--- config.mk ---
export PLATFORM = sky130hd
export DESIGN_NAME = gift_round
export DESIGN_NICKNAME = d
export VERILOG_FILES = /design/src/sv/gift128_block_cipher_core_assert.svh /design/src/sv/gift_pkg.sv /design/src/sv/gift_round.sv
export SDC_FILE = /design/constraint.sdc
export NUM_CORES = 1
export LEC_CHECK = 0
export BUFFER_PORTS_ARGS = -buffer_cell sky130_fd_sc_hd__buf_2
export CORE_AREA = 4 4 201 203
export CTS_BUF_LIST = sky130_fd_sc_hd__clkbuf_4 sky130_fd_sc_hd__clkbuf_8
export CTS_CLUSTER_SIZE = 24
export DETAILED_ROUTE_END_ITERATION = 16
export DIE_AREA = 0 0 205 207
export PLACE_DENSITY = 0.62
export SLEW_MARGIN = 20
export SYNTH_ARGS = -nofsm -noshare
export SYNTH_HDL_FRONTEND = slang
export SYNTH_SLANG_ARGS = --single-unit
--- constraint.sdc ---
create_clock -name clk -period 0.8 [get_ports clk]
set_input_delay 0.08 -clock clk [delete_from_list [all_inputs] [get_ports clk]]
set_output_delay 0.08 -clock clk [all_outputs]
set_load 0.02 [all_outputs]
--- src/sv/gift128_block_cipher_core_assert.svh ---
// Assertion macros shared by the cipher core.
`ifndef GIFT128_BLOCK_CIPHER_CORE_ASSERT_SVH
`define GIFT128_BLOCK_CIPHER_CORE_ASSERT_SVH

// The consequent must hold in the same cycle as the antecedent.
`define GIFT_ASSERT_IMPL(lbl, clk, rst_n, ante, cons) \
	lbl: assert property (@(posedge clk) disable iff (!rst_n) (ante) |-> (cons)) \
		else $error("assertion failed");

// The consequent must hold in the cycle after the antecedent.
`define GIFT_ASSERT_NEXT(lbl, clk, rst_n, ante, cons) \
	lbl: assert property (@(posedge clk) disable iff (!rst_n) (ante) |=> (cons)) \
		else $error("assertion failed");

`endif

--- src/sv/gift_pkg.sv ---
`default_nettype none
package gift_pkg;

	localparam int ROUND_COUNT = 40;

	typedef enum logic [1:0] {
		CFG_KEY_UPPER = 2'd0,
		CFG_KEY_LOWER = 2'd1
	} cfg_index_t;

	typedef struct packed {
		logic        operation;
		logic [63:0] data_upper;
		logic [63:0] data_lower;
	} req_t;

	typedef struct packed {
		logic [63:0] result_upper;
		logic [63:0] result_lower;
	} rsp_t;

	typedef struct packed {
		logic         decrypt;
		logic [127:0] blk;
	} stage_t;

	typedef logic [ROUND_COUNT-1:0][127:0] masks_t;

	function automatic logic [3:0] sbox_fwd(input logic [3:0] x);
		logic [3:0] y;
		case (x)
			4'h0: y = 4'h1;
			4'h1: y = 4'hA;
			4'h2: y = 4'h4;
			4'h3: y = 4'hC;
			4'h4: y = 4'h6;
			4'h5: y = 4'hF;
			4'h6: y = 4'h3;
			4'h7: y = 4'h9;
			4'h8: y = 4'h2;
			4'h9: y = 4'hD;
			4'hA: y = 4'hB;
			4'hB: y = 4'h7;
			4'hC: y = 4'h5;
			4'hD: y = 4'h0;
			4'hE: y = 4'h8;
			default: y = 4'hE;
		endcase
		return y;
	endfunction

	function automatic logic [3:0] sbox_bwd(input logic [3:0] x);
		logic [3:0] y;
		case (x)
			4'h0: y = 4'hD;
			4'h1: y = 4'h0;
			4'h2: y = 4'h8;
			4'h3: y = 4'h6;
			4'h4: y = 4'h2;
			4'h5: y = 4'hC;
			4'h6: y = 4'h4;
			4'h7: y = 4'hB;
			4'h8: y = 4'hE;
			4'h9: y = 4'h7;
			4'hA: y = 4'h1;
			4'hB: y = 4'hA;
			4'hC: y = 4'h3;
			4'hD: y = 4'h9;
			4'hE: y = 4'hF;
			default: y = 4'h5;
		endcase
		return y;
	endfunction

	function automatic int perm_pos(input int i);
		return 4 * (i / 16) + 32 * ((3 * ((i % 16) / 4) + (i % 4)) % 4) + (i % 4);
	endfunction

	function automatic logic [127:0] sub_fwd(input logic [127:0] x);
		logic [127:0] y;
		for (int n = 0; n < 32; n++) y[4*n +: 4] = sbox_fwd(x[4*n +: 4]);
		return y;
	endfunction

	function automatic logic [127:0] sub_bwd(input logic [127:0] x);
		logic [127:0] y;
		for (int n = 0; n < 32; n++) y[4*n +: 4] = sbox_bwd(x[4*n +: 4]);
		return y;
	endfunction

	function automatic logic [127:0] perm_fwd(input logic [127:0] x);
		logic [127:0] y;
		for (int i = 0; i < 128; i++) y[perm_pos(i)] = x[i];
		return y;
	endfunction

	function automatic logic [127:0] perm_bwd(input logic [127:0] x);
		logic [127:0] y;
		for (int i = 0; i < 128; i++) y[i] = x[perm_pos(i)];
		return y;
	endfunction

	// The schedule is pure rewiring of the key, so each mask is fixed wiring.
	function automatic logic [127:0] round_mask(input logic [127:0] key, input int r);
		logic [15:0] k [8];
		logic [15:0] t6;
		logic [15:0] t7;
		logic [5:0] c;
		logic [31:0] u;
		logic [31:0] v;
		logic [127:0] m;
		for (int i = 0; i < 8; i++) k[i] = key[16*i +: 16];
		c = 6'd0;
		for (int rr = 0; rr < r; rr++) begin
			c = {c[4:0], c[5] ^ c[4] ^ 1'b1};
			t7 = {k[1][1:0], k[1][15:2]};
			t6 = {k[0][11:0], k[0][15:12]};
			for (int i = 0; i < 6; i++) k[i] = k[i+2];
			k[6] = t6;
			k[7] = t7;
		end
		c = {c[4:0], c[5] ^ c[4] ^ 1'b1};
		u = {k[5], k[4]};
		v = {k[1], k[0]};
		m = '0;
		for (int i = 0; i < 32; i++) begin
			m[4*i+2] = u[i];
			m[4*i+1] = v[i];
		end
		for (int i = 0; i < 6; i++) m[4*i+3] = c[i];
		m[127] = ~m[127];
		return m;
	endfunction

endpackage
`default_nettype wire

--- src/sv/gift_round.sv ---
`default_nettype none
module gift_round (
	input  wire logic             clk,
	input  wire logic             arst_n,
	input  wire logic             in_valid,
	input  wire gift_pkg::stage_t in_stage,
	input  wire logic [127:0]     enc_mask,
	input  wire logic [127:0]     dec_mask,
	output logic                  out_valid,
	output gift_pkg::stage_t      out_stage
);

	logic             valid_s1;
	gift_pkg::stage_t stage_s1;
	logic [127:0]     enc_blk;
	logic [127:0]     dec_blk;

	assign enc_blk = gift_pkg::perm_fwd(gift_pkg::sub_fwd(in_stage.blk)) ^ enc_mask;
	assign dec_blk = gift_pkg::sub_bwd(gift_pkg::perm_bwd(in_stage.blk ^ dec_mask));

	always_ff @(posedge clk or negedge arst_n) begin
		if (!arst_n) begin
			valid_s1 <= 1'b0;
		end else begin
			valid_s1 <= in_valid;
		end
	end

	always_ff @(posedge clk) begin
		stage_s1.decrypt <= in_stage.decrypt;
		stage_s1.blk     <= in_stage.decrypt ? dec_blk : enc_blk;
	end

	assign out_valid = valid_s1;
	assign out_stage = stage_s1;

endmodule
`default_nettype wire
== Word-level counts from Yosys, hierarchy flattened ==
Memory sizes are Yosys's and may differ from the RTL's.
Cells that the tools add are included.

* Register bits after elaboration: 130
* Bits in latches: 0
* RAM bits: 0
* ROM bits: 4096
* Output and inout bits: 130
* Word-level logic and storage cells: 70
* Memories kept: 64

{| class="wikitable"
|+ Memory list
! memory !! depth !! width !! rd ports !! clocked after memory_dff !! wr ports !! RTL line !! source
|-
| (no name shown) || 16 || 4 || 1 || 0 || 0 || gift_pkg.sv:54 || <nowiki>case (x)</nowiki>
|-
| (no name shown) || 16 || 4 || 1 || 0 || 0 || gift_pkg.sv:54 ||
|-
| (no name shown) || 16 || 4 || 1 || 0 || 0 || gift_pkg.sv:54 ||
|-
| (no name shown) || 16 || 4 || 1 || 0 || 0 || gift_pkg.sv:54 ||
|-
| (no name shown) || 16 || 4 || 1 || 0 || 0 || gift_pkg.sv:54 ||
|-
| (no name shown) || 16 || 4 || 1 || 0 || 0 || gift_pkg.sv:54 ||
|-
| +58 memories || n/a || n/a || n/a || n/a || n/a || n/a ||
|}

* $add $sub $neg: 0
* Multiply operators: 0
* Divide/modulo/power cells: 0
* Magnitude comparators: 0
* Equality and inequality tests: 0
* Shift operators: 0
* Mux-type cells: 1
* Bitwise gates (word level): 2
* Reductions and logical operators: 0

{| class="wikitable"
|+ Operators with widths
! operator !! count
|-
| XOR 128 bit || 2
|-
| 2-to-1 mux 128 bit || 1
|}

== Depth between registers and ports, before layout ==
Gate-level depths: netlist of the first run.
An unclocked memory read counts as a cell.

* Depth after elaboration: 3
* Gate-level depth with buffers: 7

== Least setup slack after synthesis of the first run ==
OpenSTA, ideal clock, no wires.

* Kind: input-to-reg
* From: in in_stage[73] in the netlist's numbering
* To: reg stage_s1, in the netlist out_stage[45]
* Library setup time: 0.128 ns
* Data arrival time: 1.381 ns
* Path slack: -0.710 ns
* Stages: 6
* Path through: xnor2_1 > inv_1 > ha_1 > mux4_2 > nand2_1 > o21ai_0

* Longest elaborated chain between the ends: 3

{| class="wikitable"
|+ Ends and longest elaborated chain
! item !! RTL line !! source
|-
| start: declaration || gift_round.sv:6 || <nowiki>input wire gift_pkg::stage_t in_stage,</nowiki>
|-
| XOR 128 bit || gift_round.sv:19 || <nowiki>assign dec_blk = gift_pkg::sub_bwd(gift_pkg::perm_bwd(in_stage.blk ^ dec_mask));</nowiki>
|-
| memory (16 x 4 bit) || n/a ||
|-
| 2-to-1 mux 128 bit || gift_round.sv:31 || <nowiki>stage_s1.blk <= in_stage.decrypt ? dec_blk : enc_blk;</nowiki>
|-
| end: declaration || gift_round.sv:14 || <nowiki>gift_pkg::stage_t stage_s1;</nowiki>
|}

Every way passes these cells.

== Worst setup path after layout of the first run ==
* From: reg stage_s1, in the netlist out_stage[106]
* To: out out_stage[106] in the netlist's numbering

{| class="wikitable"
|+ RTL lines
! item !! RTL line !! source
|-
| end: declaration || gift_round.sv:10 || <nowiki>output gift_pkg::stage_t out_stage</nowiki>
|}

No word-level cell between the ends.

==> results of run 1 <==
[report_power, final]
part / internal [mW] / switching, mW / leakage [nW]
combinational: 14.2 / 13.0 / 12.4
sequential: 8.01 / 0.838 / 1.10
clock: 3.18 / 3.24 / 0.201
[registers in the layout, indices dropped and copies added, names as in the netlist]
| name | flops |
|---|---|
| out_valid | 1 |
| out_stage | 129 |
[final timing paths]
path	startpoint	end	slack [ps]	cells past startpoint
hold / removal	enc_mask[115]	out_stage[115]	-30	3
setup / recovery	out_stage[106]	out_stage[106]	-370	1
min in group asynchronous	arst_n	out_valid	410	3
max in group asynchronous	arst_n	out_valid	290	3
[layout make-up]
| cell class | count | area [µm²] | area share, % |
|---|---|---|---|
| flip-flops and latches | 130 | 2780 | 8.89 |
| multi-input cells | 1505 | 15800 | 50.4 |
| well taps | 518 | 648 | 2.07 |
| repair buffers | 1259 | 10900 | 35.0 |
| diodes | 17 | 42.5 | 0.136 |
| clock buffers | 19 | 255 | 0.816 |
| inverters | 153 | 668 | 2.14 |
| clock inverters | 13 | 161 | 0.516 |
[placed cells by master, fill, tap and decap left out, types with 33 or more instances in the layout]
cell type      instances
buf_4                558
buf_2                258
buf_6                239
xnor2_1              217
nor2_1               130
nand2_1              127
dfxtp_2              125
dlygate4sd3_1         97
mux2i_1               89
ha_4                  85
o21ai_1               81
a21oi_1               77
inv_2                 66
xnor2_4               62
inv_1                 58
buf_8                 58
a21oi_2               55
o21ai_0               52
xor2_4                51
buf_12                45
xor2_1                44
o211ai_1              41
ha_1                  33
[what timing repair did]
action | in CTS | in global routing
setup endpoints to repair | 243 | 251
hold endpoints to repair | 92 | 3
setup buffers | 58 | 55
hold buffers | 96 | 1
resized for setup | 799 | 397
cloned | 0 | 1
pin swaps | 193 | 245
[metal layers]
metal | wire (µm) | up-vias | track usage [%] | share of wire (%)
met3 | 5340 | 236 | 6.77 | 6.8
li1 | - | 8740 | - | -
met4 | 4710 | 8 | 16.7 | 6.0
met1 | 29000 | 9122 | 37.5 | 37
met2 | 39500 | 809 | 55.8 | 50
met5 | 43 | - | 0 | 0.055
[cells by family after synthesis]
group / after synthesis / synth area share, %
flops: 130 / 17.3
xor+xnor: 413 / 25.1
buf+inv: 244 / 6.82
fa+ha+maj: 128 / 10.6
mux: 165 / 13.8
compound gates: 418 / 16.0
simple gates: 380 / 10.4
[per-stage QoR]
stage | setup TNS, ps | setup slack (ps) | total power [mW]
global route | -46000 | -395 | 44.3
detailed placement | -83020 | -963 | 29.4
floorplan | -35190 | -464 | 20.1
CTS | -39800 | -393 | 39.9
finish | -39860 | -370 | 42.5
global placement | -80650 | -973 | 29.0
==> flow_metrics.env, run 1 <==
export IMPL_n_fill_cell=2211
export IMPL_grt_overflow=0
export IMPL_synthCells=1878
export IMPL_row_count=72
export IMPL_yosysTopAreaCell="dfxtp_1"
export IMPL_hpwl_um=57000
export IMPL_p_leak_nw=13.7
export IMPL_cts_clk_slew_worst_paths_ps=90
export IMPL_drv_cap=0
export IMPL_clkSinkCount=130
export IMPL_synth_seq_cells=130
export IMPL_ys_types=50
export IMPL_critPathSlowestCell="dfxtp_4"
export IMPL_synth_async_sr_flop_share_pct=0.769
export IMPL_critical_path_class="reg2out"
export IMPL_start_util_pct=39.3
export IMPL_synth_edf_count=0
export IMPL_hold_viol_final=2
export IMPL_seq_area_frac_synth_pct=17.3
export IMPL_cts_tree="yes"
export IMPL_design_core_area_um2=38500
export IMPL_via_per_inst=5.23
export IMPL_cts_buffers=17
export IMPL_drc_errors=0
export IMPL_num_vias=18900
export IMPL_slew_violations=0
export IMPL_drt_initial_drc_count=922
export IMPL_ys_warn_count=0
export IMPL_wl_um=78600
export IMPL_synth_area_leaders="dfxtp_1 17%, xnor2_1 17%, ha_1 11%, mux2i_1 7.4%, xor2_1 5.8%"
export IMPL_dp_cells=3372
export IMPL_grtUsageTotal_pct=32.3
export IMPL_synthTopCellsByCount="292 x xnor2_1, 161 x nor2_1, 152 x inv_1"
export IMPL_worst_slew_pin_slew_ps=784
export IMPL_first_pass_iters=5
export IMPL_clock_tree_buffer_depth=2
export IMPL_ys_flop_type="dfxtp_1"
export IMPL_final_util_pct=81.3
export IMPL_grt_start_max_net_pins=26
export IMPL_drive_gt1_share_pct=61.6
export IMPL_instances_no_fill=3614
export IMPL_place_congestion=0.974
export IMPL_dpl_cell_area_um2=24900
export IMPL_final_nets=3582
export IMPL_syn_to_final_growth_pct=107
export IMPL_die_w_um=205
export IMPL_arrival_ps=1090
export IMPL_cts_root_buf="clkbuf_8"
export IMPL_startpoint_type="flop"
export IMPL_peakVddDrop_v=0.00109
export IMPL_antenna_found_initial=21
export IMPL_synth_area_per_cell_um2=8.04
export IMPL_die_y_um=207
export IMPL_setup_slack_ps=-370
export IMPL_netlist_area_um2=15100
export IMPL_post_route_period_util_pct=146
export IMPL_htreeDepth=4
export IMPL_slew_headroom_pct=47.5
export IMPL_max_freq_ghz=0.854
export IMPL_synthesis_nets=2394
export IMPL_yosysTopAreaCellShare_pct=17.1
export IMPL_wl_per_cell_um=21.8
export IMPL_grt_pass1_vias=19200
export IMPL_rsz0062_at_grt="yes"
export IMPL_crit_buf_inv=1
export IMPL_crit_chain="buf_6"
export IMPL_port_buffers=517
export IMPL_cp_top_family="flip-flops"
export IMPL_setup_viol=221
export IMPL_io_pins=518
export IMPL_grt_pass1_wl_um=106000
export IMPL_hold_class="in2reg"
export IMPL_path_max_fanout=1
export IMPL_antenna_left=0
export IMPL_violations="negative hold slack, negative setup slack"
export IMPL_synth_most_common_cell="xnor2_1"
export IMPL_final_cell_area_um2=31300
export IMPL_crit_path_end_kind="primary output"
export IMPL_holdWs_ps=-27.9
export IMPL_p_per_area_nw_per_um2=1360
export IMPL_period_needed_ps=1170
export IMPL_max_stage_delay_ps=430
export IMPL_die_area_um2=42400
export IMPL_crit_required_ps=720
export IMPL_outcome="finished, violations left"
Note: power is estimated with default switching activity, not from simulation.
==> run 2, diff against run 1 <==
--- a/config.mk
+++ b/config.mk
@@ -7,7 +7,6 @@
 export LEC_CHECK = 0
 export BUFFER_PORTS_ARGS = -buffer_cell sky130_fd_sc_hd__buf_2
 export CORE_AREA = 4 4 201 203
-export CTS_BUF_LIST = sky130_fd_sc_hd__clkbuf_4 sky130_fd_sc_hd__clkbuf_8
 export CTS_CLUSTER_SIZE = 24
 export DETAILED_ROUTE_END_ITERATION = 16
 export DIE_AREA = 0 0 205 207
==> flow_metrics.env, run 2 (same netlist as run 1, synthesis figures left out) <==
export IMPL_crit_buf_inv=2
export IMPL_final_nets=3575
export IMPL_grt_overflow=0
export IMPL_p_per_area_nw_per_um2=1420
export IMPL_cts_root_buf="clkbuf_16"
export IMPL_cts_clk_slew_worst_paths_ps=70
export IMPL_crit_chain="buf_8, xnor2_4, buf_6, nor2_4, xnor2_2, o211ai_1, o21a_1"
export IMPL_n_fill_cell=2018
export IMPL_post_route_period_util_pct=149
export IMPL_grt_start_max_net_pins=26
export IMPL_dp_cells=3372
export IMPL_port_buffers=517
export IMPL_max_freq_ghz=0.837
export IMPL_hold_class="in2reg"
export IMPL_arrival_ps=1590
export IMPL_clkSinkCount=130
export IMPL_htreeDepth=4
export IMPL_crit_path_end_kind="flop"
export IMPL_violations="negative setup slack"
export IMPL_largest_register_ffs=129
export IMPL_die_area_um2=42400
export IMPL_startpoint_type="primary input"
export IMPL_slew_headroom_pct=47.2
export IMPL_setup_slack_ps=-395
export IMPL_worst_slew_pin_slew_ps=788
export IMPL_via_per_inst=5.28
export IMPL_holdWs_ps=22.2
export IMPL_hold_viol_final=0
export IMPL_drive_gt1_share_pct=64.7
export IMPL_p_clk_share_pct=18.8
export IMPL_swShare_pct=39.3
export IMPL_hpwl_um=57000
export IMPL_antenna_found_initial=19
export IMPL_combPwrFrac_pct=61.7
export IMPL_total_power_mw=45.4
export IMPL_crit_required_ps=1190
export IMPL_drc_errors=0
export IMPL_seqPwrFrac_pct=19.5
export IMPL_crit_end="out_stage[106]"
export IMPL_drv_cap=0
export IMPL_num_vias=19000
export IMPL_antenna_left=0
export IMPL_grt_pass1_vias=19500
export IMPL_layout_commonest_cell="buf_4"
export IMPL_final_cell_mix="557 x buf_4, 266 x buf_6, 246 x buf_2, 195 x xnor2_1, 128 x nor2_1"
export IMPL_peakVddDrop_v=0.00166
export IMPL_period_needed_ps=1200
export IMPL_first_pass_iters=5
export IMPL_cp_depth=7
export IMPL_power_internal_mw=27.6
export IMPL_syn_to_final_growth_pct=112
export IMPL_drt_initial_drc_count=1031
export IMPL_design_core_area_um2=38500
export IMPL_grt_pass1_wl_um=110000
export IMPL_crit_start="dec_mask[88]"
export IMPL_regArea_um2=2780
export IMPL_critPathSlowestCell="o211ai_1"
export IMPL_cts_tree="yes"
export IMPL_path_max_fanout=4
export IMPL_die_y_um=207
export IMPL_die_w_um=205
export IMPL_start_util_pct=39.3
export IMPL_wl_um=81500
export IMPL_row_count=72
export IMPL_instances_no_fill=3606
export IMPL_multi_input_comb_area_um2=16300
export IMPL_wl_per_cell_um=22.6
export IMPL_rsz0062_at_grt="yes"
export IMPL_place_congestion=0.974
export IMPL_cts_buffers=17
export IMPL_setup_viol=246
export IMPL_slew_violations=0
export IMPL_critical_path_class="in2reg"
export IMPL_grtUsageTotal_pct=33.4
export IMPL_cp_top_family="compound AO/OA/AOI/OAI gates"
export IMPL_max_stage_delay_ps=630
export IMPL_net_switching_power_mw=17.8
export IMPL_clock_tree_buffer_depth=2
export IMPL_outcome="finished, violations left"
export IMPL_p_leak_nw=13.9
export IMPL_io_pins=518
run 2: cell count changes in the layout (fill, tap and decap cells not counted), sizes merged:
cell         before   now
xor2            115   114
clkbuf           23    22
dlygate4sd3      97    78
clkinvlp          5     4
buf            1158  1172
clkinv            6     7
diode            17    16
run 2: area by class of cell:
cell class	count	share of cell area [%]
multi-input cells	1504	51.0
repair buffers	1253	34.2
flip-flops and latches	130	8.67
inverters	153	2.15
well taps	518	2.02
clock buffers	19	1.38
clock inverters	13	0.503
diodes	16	0.125
run 2: what timing repair did:
item / 4_1_cts / 5_1_grt
hold buffers: 78 / 0
pin swaps: 268 / 295
setup buffers: 70 / 61
resized for setup: 932 / 430
endpoints found under the hold margin: 77 / 0
endpoints found under the setup margin: 252 / 258
run 2: power groups by stage:
stage / clock [mW] / combinational (mW) / sequential (mW)
2_1_floorplan: 0 / 10.3 / 9.80
3_3_place_gp: 0 / 20.7 / 8.37
3_5_place_dp: 0 / 21.1 / 8.36
4_1_cts: 8.65 / 25.0 / 8.80
5_1_grt: 8.89 / 29.5 / 8.90
6_report: 8.53 / 28.0 / 8.86
run 2: worst min-delay path by stage:
| stage | end | startpoint | cells after the start | slack, ps |
|---|---|---|---|---|
| after floorplan | out_valid | arst_n | 0 | -220 |
| after global placement | out_valid | arst_n | 1 | -150 |
| after detailed placement | out_valid | arst_n | 1 | -140 |
| after CTS | out_stage[109] | enc_mask[109] | 4 | 0.2 |
| after global routing | out_stage[96] | enc_mask[96] | 3 | 30 |
| final | out_stage[96] | enc_mask[96] | 3 | 20 |
run 2: per-stage QoR:
step / utilization [%] / area, µm² / setup TNS, ps / setup WS [ps]
2_1_floorplan: - / 18200 / -35190 / -464
3_3_place_gp: 64.7 / 24900 / -80650 / -973
3_5_place_dp: 64.7 / 24900 / -83020 / -963
4_1_cts: 77.5 / 29800 / -35630 / -375
5_1_grt: 83.3 / 32100 / -44670 / -458
6_report: 83.3 / 32100 / -38120 / -395
run 2: per-layer routing:
layer	track usage (%)	wire (µm)
met5	0	46
met4	16.9	5620
met3	7.74	6050
met2	58.4	40300
met1	37.9	29500
